$ cat config.mk
export PLATFORM = sky130hd
export DESIGN_NAME = crse_fifo
export DESIGN_NICKNAME = d
export VERILOG_FILES = /design/src/rtl/crse_fifo.sv
export SDC_FILE = /design/constraint.sdc
export NUM_CORES = 1
export LEC_CHECK = 0
export BUFFER_PORTS_ARGS = -buffer_cell sky130_fd_sc_hd__buf_2
export CELL_PAD_IN_SITES_DETAIL_PLACEMENT = 0
export CELL_PAD_IN_SITES_GLOBAL_PLACEMENT = 1
export CORE_ASPECT_RATIO = 0.9
export CORE_MARGIN = 2
export CORE_UTILIZATION = 40
export DETAILED_ROUTE_END_ITERATION = 12
export GPL_TIMING_DRIVEN = 0
export HOLD_SLACK_MARGIN = 0.02
export PLACE_DENSITY_LB_ADDON = 0.1
export SYNTH_ARGS = -nofsm -noshare
export SYNTH_HDL_FRONTEND = slang
export SYNTH_SLANG_ARGS = --single-unit
$ cat constraint.sdc
create_clock -name clk -period 1.6 [get_ports clk]
set_input_delay 0.08 -clock clk [delete_from_list [all_inputs] [get_ports clk]]
set_output_delay 0.08 -clock clk [all_outputs]
set_load 0.05 [all_outputs]
$ cat src/rtl/crse_fifo.sv
`timescale 1ns / 1ps
// Short command queue between the front end and the evaluation engine.
// Depends on nothing; depth and width come from the instantiating module.
module crse_fifo #(
  parameter int WIDTH   = 8,
  parameter int DEPTH   = 2,
  localparam int PtrW   = (DEPTH > 1) ? $clog2(DEPTH) : 1
) (
  input  logic             clk,
  input  logic             rst_n,
  input  logic             wr_en,
  input  logic [WIDTH-1:0] wr_data,
  output logic             full,
  input  logic             rd_en,
  output logic [WIDTH-1:0] rd_data,
  output logic             empty
);

  logic [WIDTH-1:0] mem_r [DEPTH];
  logic [PtrW-1:0]  wr_ptr_r, wr_ptr_nxt;
  logic [PtrW-1:0]  rd_ptr_r, rd_ptr_nxt;
  logic [PtrW:0]    cnt_r, cnt_nxt;

  assign full    = (cnt_r == (PtrW+1)'(DEPTH));
  assign empty   = (cnt_r == '0);
  assign rd_data = mem_r[rd_ptr_r];

  always_comb begin
    wr_ptr_nxt = wr_ptr_r;
    rd_ptr_nxt = rd_ptr_r;
    cnt_nxt    = cnt_r;
    if (wr_en) begin
      wr_ptr_nxt = (wr_ptr_r == PtrW'(DEPTH - 1)) ? '0 : wr_ptr_r + 1'b1;
    end
    if (rd_en) begin
      rd_ptr_nxt = (rd_ptr_r == PtrW'(DEPTH - 1)) ? '0 : rd_ptr_r + 1'b1;
    end
    if (wr_en && !rd_en) begin
      cnt_nxt = cnt_r + 1'b1;
    end else if (rd_en && !wr_en) begin
      cnt_nxt = cnt_r - 1'b1;
    end
  end

  always_ff @(posedge clk) begin
    if (!rst_n) begin
      wr_ptr_r <= '0;
      rd_ptr_r <= '0;
      cnt_r    <= '0;
    end else begin
      wr_ptr_r <= wr_ptr_nxt;
      rd_ptr_r <= rd_ptr_nxt;
      cnt_r    <= cnt_nxt;
    end
  end

  always_ff @(posedge clk) begin
    if (wr_en) begin
      mem_r[wr_ptr_r] <= wr_data;
    end
  end

endmodule

Yosys cells after proc, flatten, opt, wreduce, memory -nomap -nowiden:

Memories as Yosys holds them, arrays and structs flattened. A register that Yosys moved wholly into a read port is not among the register bits.
Cells that the tools add are included.
Widths: inputs -> output; s select.

* reductions and logical operators: 6
* mux-type cells: 8
* $add $sub $neg: 4
* eq/ne operators: 1

Operators with widths (number)
* $mux 1: 6
* $mux 2: 2
* $add 1x1->1 const B: 2
* $add 2x1->2 const B: 1
* $eq 2x2->1 const B: 1
* $logic_and 1x1->1: 2
* $logic_not 1->1: 2
* $logic_not 2->1: 1
* $reduce_bool 2->1: 1
* $sub 2x1->2 const B: 1

* register bits: 4
* bits in writable memories: 16
* memories kept: 1
* input bits: 12

Memories
* mem_r: words 2, bits a word 8, read ports 1, clocked after memory_dff 1, wr ports 1, RTL line 19 `logic [WIDTH-1:0] mem_r [DEPTH];`

Logic depth before layout (Yosys ltp):

* depth in word-level cells: 4
* mapped depth: 5
* mapped depth without buffers: 5

Worst setup path after synthesis:

No wires, ideal clock.

* path type: register -> register
* start: register wr_ptr_r
* end: memory mem_r[0][0] (enable)
* buffers on the path: 0
* arrival: 0.730 ns
* required time: 1.225 ns
* stages on the path, launching flop included: 2
* path slack: 0.496 ns
* path through: dfxtp_1 nor2b_1

RTL lines
* start, declared: RTL line 20 `logic [PtrW-1:0] wr_ptr_r, wr_ptr_nxt;`
* start signal, assigned: RTL line 51 `wr_ptr_r <= wr_ptr_nxt;`
* end, declared: RTL line 19

No word-level cell before the write port.

==> flow_summary.json <==
{
  "ys.warnings.count": 0,
  "rsz0062_at_grt": "no",
  "fin_util": 0.548,
  "switching_share": 0.295,
  "h-tree-depth": 1,
  "post-route-min-period_ps": 1470,
  "start_util": 0.419,
  "fin_nets": 94,
  "skew_ps": 2.16,
  "setup_violations": 0,
  "dieArea_sq_um": 2360,
  "numCtsBuffers": 3,
  "synth_cells": 47,
  "p_per_area_nw_per_um2": 1100,
  "register_area_sq_um": 581,
  "end_kind": "output port",
  "cts_sinks": 21,
  "seq_area_frac_synth": 0.731,
  "crit_path_start_kind": "register",
  "first_global_vias": 424,
  "grt.overflow.total": 0,
  "row_count": 15,
  "drive_gt1_frac": 0.438,
  "power.internal_w": 0.000807,
  "vias_per_cell": 4.43,
  "design_area_sq_um": 1040,
  "dr_total_vias": 465,
  "pwr-share-comb": 0.222,
  "slew_viol_final": 0,
  "maxCapViolCount": 0,
  "gp_congestion": 0.617,
  "p_switching_w": 0.000338,
  "multi_input_area_sq_um": 205,
  "slew_headroom": 0.488,
  "clk_latency_ps": 300,
  "area_growth_pct": 30.7,
  "clock_path_buffers": 2,
  "finalSetupTns_ps": 0,
  "portBuffers": 21,
  "max_freq_mhz": 679,
  "die_width_um": 51.0,
  "grt_max_degree": 13,
  "ys_ff_latch": 21,
  "cts_tree": "done",
  "fp.coreArea_sq_um": 1900,
  "run_status": "completed",
  "hold_viol_final": 0,
  "detail_route.wl_per_cell_um": 11.6,
  "criticalPathCategory": "register to output port",
  "hold_path.class": "primary input to register",
  "fillers": 174,
  "synth_area_sq_um": 795,
  "p_leak_nw": 0.418,
  "power.total_w": 0.00114,
  "min_period_over_period": 0.920,
  "peakVddDrop_v": 0.000707,
  "fp.dieH_um": 46.3,
  "synth.distinct_cells": 16,
  "post_dp_cell_area_sq_um": 931,
  "diodes": 0,
  "synth_fp_nets": 60,
  "avgSynthCellArea_sq_um": 16.9,
  "io_pins": 22,
  "ctsResizeCount": 0,
  "grt_usage": 0.117,
  "root_buffer": "clkbuf_4",
  "critPathMaxFanout": 8,
  "grt_pass1_wl_um": 1910,
  "worstMarginPinSlew_ps": 766,
  "drc": 0,
  "drt_pre_antenna_iters": 2,
  "pwr-share-clk": 0.222,
  "worstPathArrival_ps": 1390,
  "clk_pin_slew_ps": 110,
  "ant_nets": 0,
  "power_frac_seq": 0.557,
  "worstPathRequired_ps": 1520,
  "drt_wl_total_um": 1220,
  "drtIter0Drc": 1,
  "whs_ps": 32.3,
  "antenna_found_initial": 0
}
## routing by layer
| metal | GRT usage | share of wire | up-vias |
|---|---|---|---|
| met3 | 0.0292 | 0.041 | 0 |
| met2 | 0.197 | 0.52 | 12 |
| met5 | 0 | 0 | - |
| met1 | 0.139 | 0.44 | 218 |
| li1 | - | - | 235 |
| met4 | 0.0649 | 0 | 0 |
## cells in the mapped netlist
| library cell | count | area, sq um |
|---|---|---|
| a21boi_1 | 1 | 7.51 |
| and2_1 | 4 | 25.0 |
| and2b_2 | 1 | 8.76 |
| buf_2 | 1 | 5.00 |
| dfxtp_1 | 5 | 100 |
| edfxtp_1 | 16 | 480 |
| ha_1 | 1 | 12.5 |
| inv_1 | 1 | 3.75 |
| mux2_2 | 8 | 90.1 |
| nor2_1 | 1 | 3.75 |
| nor2b_1 | 2 | 12.5 |
| o21a_1 | 1 | 7.51 |
| o21ai_0 | 1 | 5.00 |
| or3_1 | 1 | 6.26 |
| xnor2_1 | 1 | 8.76 |
| xor2_1 | 2 | 17.5 |
## worst max-delay path, stage by stage (launching register included)
cell     delay [ps]
dfxtp_1         320
buf_2           200
mux2_2          360
buf_2           210
## stage by stage
step                      std cells  setup slack, ps
after detailed placement         93              296
after global placement           93              254
final                           105              128
after floorplan                  47              496
after global routing            105             41.5
after CTS                       105             95.8
## power groups by stage
stage | combinational (W) | sequential, W | clock, W
floorplan | 0.000187 | 0.000647 | 0
global placement | 0.000240 | 0.000650 | 0
detailed placement | 0.000240 | 0.000650 | 0
CTS | 0.000257 | 0.000638 | 0.000263
global route | 0.000272 | 0.000641 | 0.000286
finish | 0.000254 | 0.000637 | 0.000254
## logic make-up after synthesis
family / count (synthesis) / synth area share
flip-flops: 21 / 0.731
AND/OR/NAND/NOR: 9 / 0.0709
multiplexers: 8 / 0.113
AO/OA/AOI/OAI: 3 / 0.0252
XOR/XNOR: 3 / 0.0331
buffers and inverters: 2 / 0.0110
adder cells (fa/ha/maj): 1 / 0.0157
## area by class of cell
class                      count  share of cell area
clock inverter                 1             0.00482
sequential                    21               0.559
buffer                         1             0.00482
clock buffer                   3              0.0217
multi-input combinational     24               0.198
inverter                       1             0.00361
timing repair buffer          29               0.178
tap                           25              0.0301
## layout by cell type, fill, tap and decap left out
cell	count
buf_2	22
clkinv_2	1
xnor2_1	1
xor2_1	2
edfxtp_1	16
dlygate4sd3_1	8
nor2_1	1
o21a_1	1
o21ai_0	1
clkbuf_4	3
dfxtp_1	5
mux2_2	8
nor2b_1	2
ha_1	1
and2b_2	1
inv_1	1
or3_1	1
and2_1	4
a21boi_1	1
## path summary, 6_finish.rpt
check	from	endpoint	slack, ps	depth (start not counted)
worst min-delay path	rst_n	wr_ptr_r	30	2
worst max register to register	wr_ptr_r	mem_r[0][3]	310	1
worst max-delay path	register	rd_data[5]	130	3
worst min register to register	cnt_r[1]	cnt_r[1]	520	2
## repair_timing
| action | CTS | global route |
|---|---|---|
| hold buffers | 8 | 0 |
| hold endpoints to repair | 16 | 0 |
| setup buffers | 0 | 0 |
## flip-flops by register name, summed over array words and instances (netlist names), named ones only
signal	count
mem_r	16
cnt_r	2
rd_ptr_r	1
wr_ptr_r	1
Power figures use the tool's default switching activity.
