### config.mk
export PLATFORM = sky130hd
export DESIGN_NAME = crse_front
export DESIGN_NICKNAME = d
export VERILOG_FILES = /design/src/rtl/crse_pkg.sv /design/src/rtl/crse_front.sv
export SDC_FILE = /design/constraint.sdc
export NUM_CORES = 1
export LEC_CHECK = 0
export ABC_AREA = 1
export BUFFER_PORTS_ARGS = -buffer_cell sky130_fd_sc_hd__buf_2
export CAP_MARGIN = 40
export CORE_UTILIZATION = 48
export CTS_CLUSTER_SIZE = 8
export DETAILED_ROUTE_END_ITERATION = 6
export MAX_ROUTING_LAYER = met4
export PLACE_DENSITY = 0.86
export SLEW_MARGIN = 20
export SYNTH_ARGS = -nofsm -noshare
export SYNTH_HDL_FRONTEND = slang
export SYNTH_SLANG_ARGS = --single-unit
### constraint.sdc
create_clock -name clk -period 17.01 [get_ports clk]
set_input_delay 0.8505 -clock clk [delete_from_list [all_inputs] [get_ports clk]]
set_output_delay 0.8505 -clock clk [all_outputs]
set_load 0.005 [all_outputs]
### src/rtl/crse_pkg.sv
`timescale 1ns / 1ps
// Shared types and constants of the Catmull-Rom spline evaluator.
// No dependencies; every other file of the block but the queue imports this package.
package crse_pkg;

  typedef enum logic {
    CMD_PUSH = 1'b0,
    CMD_EVAL = 1'b1
  } cmd_t;

  typedef enum logic [2:0] {
    ST_IDLE,
    ST_CUBE,
    ST_WGT,
    ST_DRAIN,
    ST_SUM,
    ST_DONE
  } back_state_t;

  typedef struct packed {
    logic pop;
    logic busy;
    logic out_load;
  } back_stat_t;

  localparam int unsigned QUEUE_DEPTH = 2;

endpackage

### src/rtl/crse_front.sv
`timescale 1ns / 1ps
// Front end: input register that classifies each beat and clamps t to 1.0.
// Depends on crse_pkg; feeds the command queue.
module crse_front #(
  parameter int COORD_WIDTH = 32,
  parameter int FRAC_BITS   = 16,
  localparam int EntryW     = 3 * COORD_WIDTH + FRAC_BITS + 2
) (
  input  logic                       clk,
  input  logic                       rst_n,
  input  logic                       in_valid,
  output logic                       in_ready,
  input  crse_pkg::cmd_t             in_cmd,
  input  logic [3*COORD_WIDTH-1:0]   in_point,
  input  logic [FRAC_BITS:0]         in_t,
  output logic                       q_push,
  input  logic                       q_full,
  output logic [EntryW-1:0]          q_entry
);
  import crse_pkg::*;

  localparam int PW = FRAC_BITS + 1;
  localparam logic [PW-1:0] Unit = {1'b1, {FRAC_BITS{1'b0}}};

  logic              vld_r, vld_nxt;
  logic [EntryW-1:0] entry_r, entry_nxt;
  logic [PW-1:0]     t_clamp;

  assign in_ready = !vld_r || !q_full;
  assign q_push   = vld_r && !q_full;
  assign q_entry  = entry_r;
  assign t_clamp  = (in_t > Unit) ? Unit : in_t;

  always_comb begin
    vld_nxt   = vld_r;
    entry_nxt = entry_r;
    if (q_push) begin
      vld_nxt = 1'b0;
    end
    if (in_valid && in_ready) begin
      vld_nxt = 1'b1;
      if (in_cmd == CMD_EVAL) begin
        entry_nxt = {t_clamp, {(3*COORD_WIDTH){1'b0}}, in_cmd};
      end else begin
        entry_nxt = {{PW{1'b0}}, in_point, in_cmd};
      end
    end
  end

  always_ff @(posedge clk) begin
    if (!rst_n) begin
      vld_r <= 1'b0;
    end else begin
      vld_r <= vld_nxt;
    end
  end

  always_ff @(posedge clk) begin
    entry_r <= entry_nxt;
  end

endmodule

; Word-level counts from Yosys, hierarchy flattened
; Cells that the tools add are included.
[word_totals]
register_bits = 115
in_bits = 118
output_inout_bits = 116
word_cells = 18
[op_classes]
order_cmp = 1
mux = 4
bitwise = 1
n_reduce_logical = 7
[op_table]
columns = op, n
row1 = "greater-than comparator 17 bit, second input constant", 1
row2 = two-way mux 17 bit, 1
row3 = two-way mux 1 bit, 3
row4 = logical AND 1 bit, 2
row5 = logical NOT 1 bit, 2
row6 = nonzero test 2 bit, 1
row7 = OR reduction 2 bit, 1
row8 = logical OR 1 bit, 1
row9 = inverter 1 bit, 1

; Depth between registers and ports, before layout
; Gate-level depths: netlist of the first run.
[logic_depth]
depth_word = 4
ltp_mapped = 8
depth_no_buf = 7

; Worst setup path after synthesis of the first run
; No wires, ideal clock.
[synth_timing]
path_type = input to register
from = in in_valid
to = reg entry_r[0], in the netlist q_entry[0], enable pin
setup_ns = 0.624
arrival_time_ns = 6.383
t_required_ns = 16.386
path_slack_ns = 10.003
cell_stages = 2
path_buffers = 0
cell_sequence = inv_1 a21oi_1
[synth_between]
elab_chain_len = 1
[synth_rtl]
columns = item, line_no
row1 = from (decl), crse_front.sv:11  ; input logic in_valid,
row2 = logical AND 1 bit, crse_front.sv:40  ; if (in_valid && in_ready) begin
row3 = to (signal assigned), crse_front.sv:59  ; entry_r <= entry_nxt;
row4 = to (decl), crse_front.sv:26  ; logic [EntryW-1:0] entry_r, entry_nxt;
; Every way passes these cells.
; A chain may end at the register's enable or synchronous reset.

; Final worst setup path of the first run
[layout_timing]
from = in q_full
to = out q_push
[layout_between]
elab_chain_len = 2
[layout_rtl]
columns = item, line_no
row1 = from (decl), crse_front.sv:17  ; input logic q_full,
row2 = logical NOT 1 bit, crse_front.sv:30  ; assign q_push = vld_r && !q_full;
row3 = logical AND 1 bit, crse_front.sv:30
row4 = to (decl), crse_front.sv:16  ; output logic q_push,
; Every way passes these cells.

==> results of run 1 <==
==> through the flow <==
stage,instances,power [µW]
after floorplan,376,370
after global placement,707,401
after detailed placement,708,404
after CTS,739,724
after global routing,739,744
final,739,718
==> state kept, by name (all words and copies together) (netlist names) <==
register	flops
q_entry	114
vld_r	1
==> power groups by stage <==
stage / combinational [µW] / clock [µW] / sequential (µW)
detailed placement: 60.2 / 0 / 344
global route: 66.3 / 338 / 340
CTS: 60.5 / 325 / 339
floorplan: 20.4 / 0 / 350
global placement: 57.4 / 0 / 343
finish: 59.5 / 320 / 338
==> cells by family (layout without fill, tap and decap cells) <==
family,Yosys count,after routing,share of synthesized area
AND/OR/NAND/NOR,132,132,0.119
buffers and inverters,127,382,0.110
flip-flops,115,115,0.768
AO/OA/AOI/OAI,2,2,0.00279
==> worst max-delay path: cells and delay by family <==
family                 cells  cell delay (ns)
buffers and inverters      2             0.24
AND/OR/NAND/NOR            1             0.09
==> cells in the mapped netlist, drive strengths merged <==
| cell type | instances | area [µm²] |
|---|---|---|
| a21oi | 1 | 5.00 |
| buf | 6 | 38.8 |
| edfxtp | 114 | 3420 |
| nor2 | 123 | 492 |
| dfxtp | 1 | 20.0 |
| inv | 115 | 432 |
| nand2 | 9 | 43.8 |
| a21boi | 1 | 7.51 |
| clkbuf | 6 | 22.5 |
==> worst max-delay path by stage <==
stage	to	depth (start not counted)	startpoint
2_1_floorplan	q_entry[0]$_DFFE_PP_	2	in_valid
3_3_place_gp	q_entry[111]$_SDFFCE_PP0P_	3	in_cmd
3_5_place_dp	q_entry[44]$_SDFFCE_PP0P_	3	q_full
4_1_cts	in_ready	3	q_full
5_1_grt	q_push	3	q_full
6_report	q_push	3	q_full
==> area by class of cell <==
type,instances,area [µm²],area share
clock buffer,18,418,0.0662
clock inverter,13,119,0.0188
inverter,115,432,0.0684
multi-input combinational,134,559,0.0886
sequential,115,3440,0.546
tap,108,135,0.0214
timing repair buffer,236,1200,0.191
==> routing by layer <==
metal  vias to the layer above  GRT usage  wire length, µm
li1                       1616          -                -
met1                      1446      0.228             3620
met2                       154      0.355             5020
met3                        14     0.0525              691
met4                         0     0.0873              156
met5                         -          -                0
==> impl_metrics.ini, run 1 <==
[route]
dr.pass1.iters = 4
drt_iter0_markers = 125
vias = 3230
drc_errors = 0
ant_nets = 0
wire_per_inst_um = 12.8
routed_wl_um = 9490
viasPerCell = 4.37

[pwr]
power_frac_comb = 0.083
power_frac_clock = 0.446
p_int_uw = 565
powerDensity_mw_per_mm2 = 114
switching_share = 0.213
seqPwrFrac = 0.471
leakage_uw = 0.00325
p_switching_uw = 153
max-vdd-ir-drop_uv = 82.6

[placed_design]
hpwl_um = 6930
globalplace.congestion = 0.766
pre_cts_slack_ns = 14.86
port_buffers = 233
placed_cell_area_mm2 = 0.00577

[grt]
grt_overflow = 0
grt_use_total = 0.206
grt_max_degree = 64
grt_pass1_vias = 3273
antenna_found_initial = 0
grt_pass1_wl_um = 14700

[final_layout]
layout.nets = 737
final_common_cell = buf_2
fill_cells = 636
area_delta_synth_final_pct = 40.7
postLayoutCellArea_mm2 = 0.00631
most-common-layout-cells = 232 x buf_2, 115 x inv_1, 114 x edfxtp_1, 113 x nor2_1, 16 x clkbuf_16
drive_gt1_frac = 0.437
utilization = 0.710
antenna_cells = 0

[worst_hold_path]
holdCritPathClass = reg2reg
worstHoldEndpoint = vld_r$_SDFFE_PN0P_
hp-start = vld_r$_SDFFE_PN0P_
hold_path_depth = 2

[timing]
worst_slack_ns = 14.98
setup_viol = 0
rsz0062_at_grt = false
whs_ns = 0.562
max-slew-margin-rel = 0.507
tightest_slew_ns = 0.740
finalSetupTns_ns = 0
finalHoldViolCount = 0
fin_skew_ns = 0.0102
fin_crit_sh = 0.119
period_needed_ns = 2.03
slew_violations = 0
max_freq_ghz = 0.493

[yosys]
synth_seq_area_share = 0.768
syn_area_mm2 = 0.00448
synth_nets = 494
ys_ff_latch = 115
ys_warn_count = 0
synth_cell_types = 15
netlist_instances = 376
syn_area_per_cell_um2 = 11.9

[worst_setup_path]
cp-start-kind = input pin
timing.rr.end = q_entry[61]$_SDFFCE_PP0P_
slowest_stage = buf_2
crit_path_max_fanout = 3
cp.arrival_ns = 1.18
crit_top_cell = buf_2
critPathMaxStageDelay_ns = 0.13
r2r-start = vld_r$_SDFFE_PN0P_
crit_type = in2out
r2r_cells = 2
cp.required_ns = 16.16
cp_cell_sequence = buf_2, nor2_1, buf_2
reg2reg_slack_ns = 15.52
endpoint_kind = output port

[floorplan]
io_pins = 234
die_area_mm2 = 0.00973
core_mm2 = 0.00889
initial_utilization = 0.504
die_x_um = 98.7
die_y_um = 98.7
rows = 34

[flow_run]
cap_viol_max_count = 0

[clock_tree]
cts_tree = done
cts_resized = 0
clock_sinks = 115
clock_tree.htree_level_count = 4
cts_root_buf = clkbuf_8
clk_latency_ns = 0.48
clockBufferDepth = 2
ctsHoldBuffers = 0
clk_pin_slew_ns = 0.06
postCtsSetupBuffers = 0
cts_buffers = 17

[status]
status = complete, no violations
No activity file was read; power rests on OpenSTA's default activity.
==> run 2, diff against run 1 <==
CORE_UTILIZATION = 45   (was 48)
PLACE_DENSITY = 0.82   (was 0.86)
clock period = 1.9 ns   (was 17.01 ns; I/O delays follow)
==> impl_metrics.ini, run 2 (synthesis gave the netlist of run 1 again) <==
[route]
drc_errors = 0
dr.pass1.iters = 4
routed_wl_um = 12300
vias = 3855
drt_iter0_markers = 115
viasPerCell = 4.39
wire_per_inst_um = 14.0
ant_nets = 0

[timing]
tightest_slew_ns = 0.604
setup_viol = 0
max_freq_ghz = 0.692
finalSetupTns_ns = 0
slew_violations = 0
finalHoldViolCount = 0
rsz0062_at_grt = false
period_needed_ns = 1.44
fin_skew_ns = 0.00771
max-slew-margin-rel = 0.598
fin_crit_sh = 0.760

[clock_tree]
ctsHoldBuffers = 115
clk_pin_slew_ns = 0.05
clk_latency_ns = 0.51
postCtsSetupBuffers = 0
clockBufferDepth = 2
cts_buffers = 17
cts_tree = done
cts_root_buf = clkbuf_8
clock_sinks = 115
clock_tree.htree_level_count = 4
cts_resized = 0

[final_layout]
layout.nets = 852
drive_gt1_frac = 0.370
largest_register_ffs = 114
final_common_cell = buf_2
most-common-layout-cells = 232 x buf_2, 115 x inv_1, 115 x dlygate4sd3_1, 114 x edfxtp_1, 113 x nor2_1
antenna_cells = 0
area_delta_synth_final_pct = 69.5
fill_cells = 583

[grt]
grt_use_total = 0.252
grt_pass1_vias = 3898
antenna_found_initial = 0
grt_pass1_wl_um = 18300
grt_overflow = 0
grt_max_degree = 68

[floorplan]
die_area_mm2 = 0.0104
die_x_um = 102
io_pins = 234
initial_utilization = 0.461
core_mm2 = 0.00973
rows = 36
die_y_um = 102

[pwr]
max-vdd-ir-drop_uv = 606
p_int_uw = 5750
power_frac_clock = 0.474
leakage_uw = 0.00377
seqPwrFrac = 0.422
switching_share = 0.199
p_total_uw = 7190
power_frac_comb = 0.104
powerDensity_mw_per_mm2 = 946
p_switching_uw = 1430

[status]
status = complete, no violations

[worst_setup_path]
cp-start-kind = register
reg2reg_slack_ns = 0.46
crit_type = reg2reg
slowest_stage = buf_4
cp_cell_sequence = a21oi_4, buf_4
endpoint_kind = register
cp.required_ns = 2.04
crit_path_max_fanout = 47
cp.arrival_ns = 1.59
critPathMaxStageDelay_ns = 0.52

[flow_run]
cap_viol_max_count = 0

[placed_design]
port_buffers = 233
globalplace.congestion = 0.784
hpwl_um = 6590

[worst_hold_path]
holdCritPathClass = in2reg
[run 2: worst max-delay path, delay by kind of cell (launching register included)]
kind,cells,cell delay [ns]
buffers and inverters,1,0.52
flip-flops,1,0.34
AO/OA/AOI/OAI,1,0.18
[run 2: stage by stage]
step / hold slack (ns) / utilization / std cells / area, µm² / setup WS (ns)
finish: 0.120 / 0.781 / 879 / 7600 / 0.455
global route: 0.115 / 0.781 / 879 / 7600 / 0.415
CTS: 0.0975 / 0.781 / 879 / 7600 / 0.474
detailed placement: 0.356 / 0.598 / 733 / 5820 / 0.486
global placement: 0.341 / 0.598 / 733 / 5820 / 0.526
floorplan: 0.194 / - / 376 / 4500 / -0.746
[run 2: power by group through the flow]
stage          registers (µW)  clock network (µW)  logic, µW
2_1_floorplan            3110                   0        184
3_3_place_gp             3070                   0        519
3_5_place_dp             3080                   0        536
4_1_cts                  3030                3440        723
5_1_grt                  3050                3590        817
6_report                 3030                3410        746
[run 2: final cells by class]
type / count / area (µm²) / area share
repair buffers: 351 / 2370 / 0.311
inverters: 115 / 432 / 0.0568
clock inverters: 12 / 211 / 0.0278
flip-flops and latches: 115 / 3440 / 0.453
well taps: 133 / 166 / 0.0219
clock buffers: 19 / 422 / 0.0555
multi-input cells: 134 / 559 / 0.0736
[run 2: per-layer routing]
metal	track usage	routed length, µm
met2	0.454	6730
met3	0.0773	862
met1	0.248	4380
met4	0.112	317
met5	-	0
[run 2: path summary, 6_finish.rpt]
path,startpoint,end,cells after the start
max,vld_r$_SDFFE_PN0P_,q_entry[110]$_SDFFCE_PP0P_,2
min,in_cmd,q_entry[0]$_DFFE_PP_,1
max reg2reg,vld_r$_SDFFE_PN0P_,q_entry[110]$_SDFFCE_PP0P_,2
min reg2reg,vld_r$_SDFFE_PN0P_,q_entry[8]$_SDFFCE_PP0P_,2
